### src/rtl/core/mmg_pkg.sv
// ----------------------------------------------------------------------------
// mmg_pkg
// Shared constants and controller/datapath command and status types for the gray stretch.
// ----------------------------------------------------------------------------
package mmg_pkg;

  localparam int unsigned PIXEL_BITS_DEF = 16;
  localparam int unsigned SAMPLE_W       = 16;
  localparam int unsigned GRAY_W         = 8;
  localparam logic [GRAY_W-1:0] GRAY_MAX = 8'd255;

  localparam logic OP_MEASURE = 1'b0;
  localparam logic OP_CONVERT = 1'b1;

  typedef struct packed {
    logic measure;
    logic convert;
    logic step;
    logic emit;
  } mmg_cmd_t;

  typedef struct packed {
    logic direct;
    logic out_busy;
  } mmg_sts_t;

endpackage

### src/rtl/core/mmg_if.sv
// ----------------------------------------------------------------------------
// mmg_if
// Stream interfaces for pixel words in and gray words out.
// ----------------------------------------------------------------------------
interface mmg_pix_if
  import mmg_pkg::*;
();
  logic                valid;
  logic                ready;
  logic                operation;
  logic [SAMPLE_W-1:0] pixel_value;
  logic                frame_end;

  modport source (output valid, operation, pixel_value, frame_end, input ready);
  modport sink   (input valid, operation, pixel_value, frame_end, output ready);
endinterface

interface mmg_gray_if
  import mmg_pkg::*;
();
  logic              valid;
  logic              ready;
  logic [GRAY_W-1:0] gray_level;
  logic              frame_last;

  modport source (output valid, gray_level, frame_last, input ready);
  modport sink   (input valid, gray_level, frame_last, output ready);
endinterface

### src/rtl/core/minmax_normalize_to_gray8_core.sv
// ----------------------------------------------------------------------------
// minmax_normalize_to_gray8_core
// Min/max contrast stretch of unsigned pixels to 8-bit gray.
// ----------------------------------------------------------------------------
// Measure word: updates the range bounds, no result.
// Convert word: result goes straight to the output register if at or outside the
// range bounds or flat, else after an eight-step restoring divider; output stalls delay both.
// Input ready rises in the same cycle as the result enters the output register.
// Reset (async, active low) clears range bounds, the seed flag, output valid and sequencer state.
module minmax_normalize_to_gray8_core
  import mmg_pkg::*;
#(
  parameter int unsigned PIXEL_BITS = PIXEL_BITS_DEF
) (
  input  logic       clk_i,
  input  logic       rst_ni,
  mmg_pix_if.sink    in_i,
  mmg_gray_if.source out_o
);

  mmg_cmd_t cmd;
  mmg_sts_t sts;

  mmg_ctrl u_ctrl (
    .clk_i       (clk_i),
    .rst_ni      (rst_ni),
    .in_valid_i  (in_i.valid),
    .in_ready_o  (in_i.ready),
    .operation_i (in_i.operation),
    .sts_i       (sts),
    .cmd_o       (cmd)
  );

  mmg_datapath #(.PIXEL_BITS(PIXEL_BITS)) u_dp (
    .clk_i         (clk_i),
    .rst_ni        (rst_ni),
    .cmd_i         (cmd),
    .sts_o         (sts),
    .pixel_value_i (in_i.pixel_value),
    .frame_end_i   (in_i.frame_end),
    .out_valid_o   (out_o.valid),
    .out_ready_i   (out_o.ready),
    .gray_level_o  (out_o.gray_level),
    .frame_last_o  (out_o.frame_last)
  );

endmodule

### src/rtl/core/mmg_datapath.sv
// ----------------------------------------------------------------------------
// mmg_datapath
// Range tracking, restoring divider (one quotient bit a cycle), output register.
// ----------------------------------------------------------------------------
module mmg_datapath
  import mmg_pkg::*;
#(
  parameter int unsigned PIXEL_BITS = PIXEL_BITS_DEF
) (
  input  logic                clk_i,
  input  logic                rst_ni,
  input  mmg_cmd_t            cmd_i,
  output mmg_sts_t            sts_o,
  input  logic [SAMPLE_W-1:0] pixel_value_i,
  input  logic                frame_end_i,
  output logic                out_valid_o,
  input  logic                out_ready_i,
  output logic [GRAY_W-1:0]   gray_level_o,
  output logic                frame_last_o
);

  localparam int unsigned PB = PIXEL_BITS;
  localparam int unsigned NW = PB + GRAY_W;

  logic [PB-1:0] v;
  logic [PB-1:0] min_q, max_q, span_q, rem_q;
  logic          started_q;
  logic [GRAY_W-1:0] nlo_q, quo_q;
  logic          last_q;
  logic          out_valid_q;
  logic [GRAY_W-1:0] gray_q;
  logic          flast_q;
  logic [PB-1:0] diff;
  logic [NW-1:0] num;
  logic          flat, low, high;
  logic [PB:0]   rw;
  logic          ge;

  assign v    = PB'(pixel_value_i);
  assign diff = v - min_q;
  assign num  = ({diff, GRAY_W'(0)}) - NW'(diff);
  assign flat = (max_q <= min_q);
  assign low  = (v <= min_q);
  assign high = (v >= max_q);
  assign rw   = {rem_q, nlo_q[GRAY_W-1]};
  assign ge   = (rw >= {1'b0, span_q});

  assign sts_o.direct   = flat | low | high;
  assign sts_o.out_busy = out_valid_q & ~out_ready_i;

  always_ff @(posedge clk_i or negedge rst_ni) begin
    if (!rst_ni) begin
      min_q       <= '0;
      max_q       <= '0;
      started_q   <= 1'b0;
      out_valid_q <= 1'b0;
    end else begin
      if (cmd_i.measure) begin
        if (!started_q || v < min_q) min_q <= v;
        if (!started_q || v > max_q) max_q <= v;
        started_q <= ~frame_end_i;
      end
      if (cmd_i.convert) started_q <= 1'b0;
      if (cmd_i.emit) out_valid_q <= 1'b1;
      else if (out_ready_i) out_valid_q <= 1'b0;
    end
  end

  always_ff @(posedge clk_i) begin
    if (cmd_i.convert) begin
      last_q <= frame_end_i;
      span_q <= max_q - min_q;
      rem_q  <= num[NW-1:GRAY_W];
      nlo_q  <= num[GRAY_W-1:0];
      quo_q  <= (flat | low) ? '0 : GRAY_MAX;
    end else if (cmd_i.step) begin
      rem_q <= ge ? PB'(rw - {1'b0, span_q}) : rw[PB-1:0];
      nlo_q <= {nlo_q[GRAY_W-2:0], 1'b0};
      quo_q <= {quo_q[GRAY_W-2:0], ge};
    end
    if (cmd_i.emit) begin
      gray_q  <= quo_q;
      flast_q <= last_q;
    end
  end

  assign out_valid_o  = out_valid_q;
  assign gray_level_o = gray_q;
  assign frame_last_o = flast_q;

endmodule

### src/rtl/core/mmg_ctrl.sv
// ----------------------------------------------------------------------------
// mmg_ctrl
// Sequencer: accepts words, runs eight divide steps unless the result is direct, hands result to output.
// ----------------------------------------------------------------------------
module mmg_ctrl
  import mmg_pkg::*;
(
  input  logic     clk_i,
  input  logic     rst_ni,
  input  logic     in_valid_i,
  output logic     in_ready_o,
  input  logic     operation_i,
  input  mmg_sts_t sts_i,
  output mmg_cmd_t cmd_o
);

  typedef enum logic [1:0] {S_IDLE, S_DIV, S_OUT} state_e;

  state_e     state_q;
  logic [2:0] cnt_q;
  logic       acc;

  assign in_ready_o = (state_q == S_IDLE);
  assign acc        = in_valid_i & in_ready_o;

  assign cmd_o.measure = acc & (operation_i == OP_MEASURE);
  assign cmd_o.convert = acc & (operation_i == OP_CONVERT);
  assign cmd_o.step    = (state_q == S_DIV);
  assign cmd_o.emit    = (state_q == S_OUT) & ~sts_i.out_busy;

  always_ff @(posedge clk_i or negedge rst_ni) begin
    if (!rst_ni) begin
      state_q <= S_IDLE;
      cnt_q   <= '0;
    end else begin
      unique case (state_q)
        S_IDLE: begin
          if (cmd_o.convert) begin
            state_q <= sts_i.direct ? S_OUT : S_DIV;
            cnt_q   <= '0;
          end
        end
        S_DIV: begin
          cnt_q <= cnt_q + 3'd1;
          if (cnt_q == 3'd7) state_q <= S_OUT;
        end
        S_OUT: begin
          if (cmd_o.emit) state_q <= S_IDLE;
        end
        default: state_q <= S_IDLE;
      endcase
    end
  end

endmodule

### src/flat_wrapper.sv
// flat-port wrapper written by rule: the top's interface ports become plain ports
module minmax_normalize_to_gray8_core_flat import mmg_pkg::*;
#(
  parameter int unsigned PIXEL_BITS = PIXEL_BITS_DEF
)
  (clk_i, rst_ni, in_i_valid, in_i_operation, in_i_pixel_value, in_i_frame_end, in_i_ready, out_o_valid, out_o_gray_level, out_o_frame_last, out_o_ready);
  mmg_pix_if in_i_i ();
  mmg_gray_if out_o_i ();
  input  logic clk_i;
  input  logic rst_ni;
  input wire logic [$bits(in_i_i.valid)-1:0] in_i_valid;
  input wire logic [$bits(in_i_i.operation)-1:0] in_i_operation;
  input wire logic [$bits(in_i_i.pixel_value)-1:0] in_i_pixel_value;
  input wire logic [$bits(in_i_i.frame_end)-1:0] in_i_frame_end;
  output wire logic [$bits(in_i_i.ready)-1:0] in_i_ready;
  output wire logic [$bits(out_o_i.valid)-1:0] out_o_valid;
  output wire logic [$bits(out_o_i.gray_level)-1:0] out_o_gray_level;
  output wire logic [$bits(out_o_i.frame_last)-1:0] out_o_frame_last;
  input wire logic [$bits(out_o_i.ready)-1:0] out_o_ready;
  assign in_i_i.valid = in_i_valid;
  assign in_i_i.operation = in_i_operation;
  assign in_i_i.pixel_value = in_i_pixel_value;
  assign in_i_i.frame_end = in_i_frame_end;
  assign in_i_ready = in_i_i.ready;
  assign out_o_valid = out_o_i.valid;
  assign out_o_gray_level = out_o_i.gray_level;
  assign out_o_frame_last = out_o_i.frame_last;
  assign out_o_i.ready = out_o_ready;
  minmax_normalize_to_gray8_core #(.PIXEL_BITS(PIXEL_BITS)) u_core (.clk_i(clk_i), .rst_ni(rst_ni), .in_i(in_i_i), .out_o(out_o_i));
endmodule
### config.mk
export PLATFORM = sky130hd
export DESIGN_NAME = minmax_normalize_to_gray8_core_flat
export DESIGN_NICKNAME = d
export VERILOG_FILES = /design/src/rtl/core/mmg_pkg.sv /design/src/rtl/core/mmg_if.sv /design/src/rtl/core/minmax_normalize_to_gray8_core.sv /design/src/rtl/core/mmg_datapath.sv /design/src/rtl/core/mmg_ctrl.sv /design/src/flat_wrapper.sv
export SDC_FILE = /design/constraint.sdc
export NUM_CORES = 1
export LEC_CHECK = 0
export BUFFER_PORTS_ARGS = -buffer_cell sky130_fd_sc_hd__buf_2
export CORE_UTILIZATION = 55
export CTS_CLUSTER_DIAMETER = 100
export DETAILED_ROUTE_END_ITERATION = 12
export HOLD_SLACK_MARGIN = 0.08
export PLACE_DENSITY = 0.72
export SLEW_MARGIN = 20
export SYNTH_ARGS = -nofsm -noshare
export SYNTH_HDL_FRONTEND = slang
export SYNTH_SLANG_ARGS = --single-unit
### constraint.sdc
create_clock -name clk_i -period 11.3 [get_ports clk_i]
set_input_delay 0.565 -clock clk_i [delete_from_list [all_inputs] [get_ports clk_i]]
set_output_delay 0.565 -clock clk_i [all_outputs]
set_load 0.02 [all_outputs]
==> impl_metrics.py <==
metrics = {
    "run": {
        "drv_cap": 0,
    },
    "worst_setup_path": {
        "slowest_delay_ns": 0.58,
        "required_ns": 11.38,
        "reg2reg_to": "u_core.u_dp.rem_q[10]$_DFFE_PP_",
        "crit_chain": "ha_1 -> fa_1 -> nor2b_1 -> o21ai_0 -> a21boi_1 -> o21a_1 -> nor2_1 -> xnor2_1 -> inv_1 -> ha_1 -> inv_1 -> o41ai_1 -> maj3_1 -> o21ai_1 -> a21oi_2 -> a2111oi_2 -> xnor2_1 -> a21oi_1",
        "crit_path_top_delay_cell": "xnor2_1",
        "reg2reg_slack_ns": 6.41,
        "cp.arrival_ns": 4.97,
        "cp.buffers_inverters": 2,
        "worstSetupStartpointType": "flop",
        "critPathCaptureType": "flop",
        "reg2reg_depth": 18,
        "cp_top_family": "compound AO/OA/AOI/OAI gates",
        "critPathMaxFanout": 7,
        "timing.rr.start": "u_core.u_dp.min_q[0]$_DFFE_PN0P_",
        "crit_type": "reg -> reg",
    },
    "clocking": {
        "cts_inserted_buffers": 9,
        "clkTransAtPathRegs_ns": 0.08,
        "cts_resized": 0,
        "clkLatencyLatePin_ns": 0.37,
        "cts_hold_buf": 0,
        "cts_buffer_depth": 2,
        "cts_sinks": 97,
        "cts_max_level": 3,
        "cts-root-buf": "clkbuf_16",
        "tritoncts": "yes",
        "cts_setup_buffers": 0,
    },
    "detailed_routing": {
        "ant_nets": 0,
        "viasPerCell": 6.10,
        "vias": 6085,
        "routed_wl_mm": 18.2,
        "drtIter0Drc": 453,
        "drt_pass1_iterations": 5,
        "wire_per_inst_um": 18.3,
        "drc": 0,
    },
    "global_route": {
        "grt_usage_pct": 27.0,
        "met2_usage_pct": 44.0,
        "grt_overflow": 0,
        "top_usage_layer": "met2",
        "grt_pass1_vias": 6063,
        "grtUsageMet3_pct": 5.12,
        "grt.met1_usage_pct": 35.7,
        "grt_pass1_wl_mm": 29.9,
        "antenna_found_initial": 0,
        "grt_max_degree": 48,
    },
    "place": {
        "dp_hpwl_mm": 14.0,
        "place_area_um2": 7800,
        "placed_cells": 981,
        "gp_congestion": 0.889,
        "portBuffers": 32,
    },
    "floorplanning": {
        "die_w_um": 119,
        "num_io_pins": 33,
        "fp-row-count": 42,
        "die-height_um": 119,
        "core_um2": 13300,
        "dieArea_um2": 14100,
        "initial_utilization_pct": 56.4,
    },
    "sta": {
        "hold_viol_final": 0,
        "worst_pin_slew_ns": 0.931,
        "rsz0062_at_grt": "false",
        "relSlewSlack_pct": 38.0,
        "fin_tns_setup_ns": 0,
        "fin_skew_ns": 0.00776,
        "fmax_mhz": 205,
        "finalCritPeriodShare_pct": 43.2,
        "slew_violations": 0,
        "setup_violations": 0,
        "period_needed_ns": 4.89,
    },
    "final_layout": {
        "fin_util_pct": 61.0,
        "n_antenna_cell": 0,
        "nFillCells": 1152,
        "layoutNonFillerInstCount": 997,
        "drive_gt1_share_pct": 11.6,
        "final_area_um2": 8110,
        "fin_nets": 914,
        "syn_to_final_growth_pct": 8.11,
    },
    "synth": {
        "synth_enable_flop_cells": 58,
        "synthCells": 796,
        "ys_ff_latch": 97,
        "ys.flop_type": "edfxtp_1",
        "avgSynthCellArea_um2": 9.42,
        "ys_seq_area_share_pct": 36.2,
        "synth-async-reset-ratio_pct": 40.2,
        "yosysUniqueCellTypes": 69,
        "yosys_warnings": 0,
        "netlist_area_um2": 7500,
        "synth_fp_nets": 894,
    },
    "hold_path": {
        "hp-class": "in -> async",
    },
    "run_status": {
        "status": "finished clean",
    },
}
-- synthesized netlist by cell type, drive strengths merged (2+ instances only) --
cell type | count | area share, %
o31ai | 3 | 0.30
o22ai | 2 | 0.17
a31oi | 4 | 0.33
a2111oi | 3 | 0.93
o41ai | 3 | 0.35
or2 | 8 | 0.67
a211oi | 6 | 0.67
nor3 | 8 | 0.53
xnor2 | 36 | 4.2
or3 | 3 | 0.38
a221oi | 18 | 2.1
nand2 | 53 | 2.7
a21oi | 45 | 3.1
and2 | 4 | 0.37
nand4 | 30 | 2.5
and3 | 18 | 1.5
o211a | 2 | 0.27
fa | 3 | 0.80
buf | 5 | 0.37
nor2 | 59 | 3.0
xor2 | 22 | 2.6
o2111ai | 3 | 0.35
o21ai | 42 | 2.8
dfrtp | 39 | 13
and4 | 2 | 0.23
nand2b | 5 | 0.42
nand3 | 10 | 0.67
ha | 73 | 12
a221o | 2 | 0.28
o21a | 10 | 1.0
nor2b | 12 | 1.0
a21boi | 6 | 0.60
nor4 | 4 | 0.33
edfxtp | 58 | 23
o32ai | 2 | 0.23
mux2 | 19 | 2.9
o311ai | 17 | 2.0
inv | 78 | 3.9
o21bai | 4 | 0.40
a21o | 33 | 3.3
mux2i | 6 | 0.80
clkbuf | 23 | 1.2
-- metal layers --
| metal | routed length (um) | share of wire (%) |
|---|---|---|
| met1 | 8370 | 46 |
| met4 | 356 | 2.0 |
| met5 | 0 | 0 |
| met3 | 765 | 4.2 |
| met2 | 8720 | 48 |
-- cells by family after synthesis --
kind of cell / share of synthesized area (%)
buffers and inverters: 5.42
AND/OR/NAND/NOR: 14.8
XOR/XNOR: 6.77
adder cells (fa/ha/maj): 13.1
flip-flops: 36.2
multiplexers: 3.65
AO/OA/AOI/OAI: 20.0
-- through the flow --
stage,hold WS [ns],worst slack [ns]
finish,0.320,6.41
global route,0.387,6.09
CTS,0.346,6.44
detailed placement,0.412,6.12
global placement,0.400,6.20
floorplan,0.269,6.60
-- placed cells by master, fill, tap and decap left out, types with 19 or more instances in the layout --
| cell type | instances |
|---|---|
| nand4_1 | 30 |
| ha_1 | 73 |
| a21oi_1 | 44 |
| o21ai_0 | 40 |
| buf_2 | 32 |
| dfrtp_1 | 39 |
| a21o_1 | 33 |
| edfxtp_1 | 58 |
| xnor2_1 | 36 |
| nand2_1 | 53 |
| xor2_1 | 22 |
| mux2_2 | 19 |
| inv_1 | 76 |
| nor2_1 | 58 |
-- layout make-up --
type,count,area [um2],share of cell area [%]
inverter,78,293,3.61
timing repair buffer,37,198,2.44
multi-input combinational,593,4380,54.0
clock buffer,9,225,2.78
sequential,97,2720,33.5
tap,176,220,2.72
clock inverter,7,78.8,0.972
-- registers in the layout (all words and copies together) (netlist names), 2 cells and up --
register                  cells
u_core.u_ctrl.cnt_q           3
u_core.u_dp.max_q            16
u_core.u_dp.gray_level_o      8
u_core.u_dp.nlo_q             8
u_core.u_ctrl.state_q         2
u_core.u_dp.quo_q             8
u_core.u_dp.min_q            16
u_core.u_dp.span_q           16
u_core.u_dp.rem_q            16
-- worst max-delay path by stage --
stage,startpoint,to,slack (ns),depth (start not counted)
floorplan,in_i_pixel_value[5],u_core.u_dp.rem_q[14]$_DFFE_PP_,6.60,16
detailed placement,in_i_pixel_value[5],u_core.u_dp.rem_q[14]$_DFFE_PP_,6.12,16
global placement,in_i_pixel_value[5],u_core.u_dp.rem_q[14]$_DFFE_PP_,6.20,16
global route,u_core.u_dp.min_q[0]$_DFFE_PN0P_,u_core.u_dp.rem_q[10]$_DFFE_PP_,6.09,18
CTS,u_core.u_dp.min_q[5]$_DFFE_PN0P_,u_core.u_dp.rem_q[14]$_DFFE_PP_,6.44,16
finish,u_core.u_dp.min_q[0]$_DFFE_PN0P_,u_core.u_dp.rem_q[10]$_DFFE_PP_,6.41,18
Power is not shown: default switching activity piles up to over one toggle a cycle in this logic, so the estimate is an artifact.
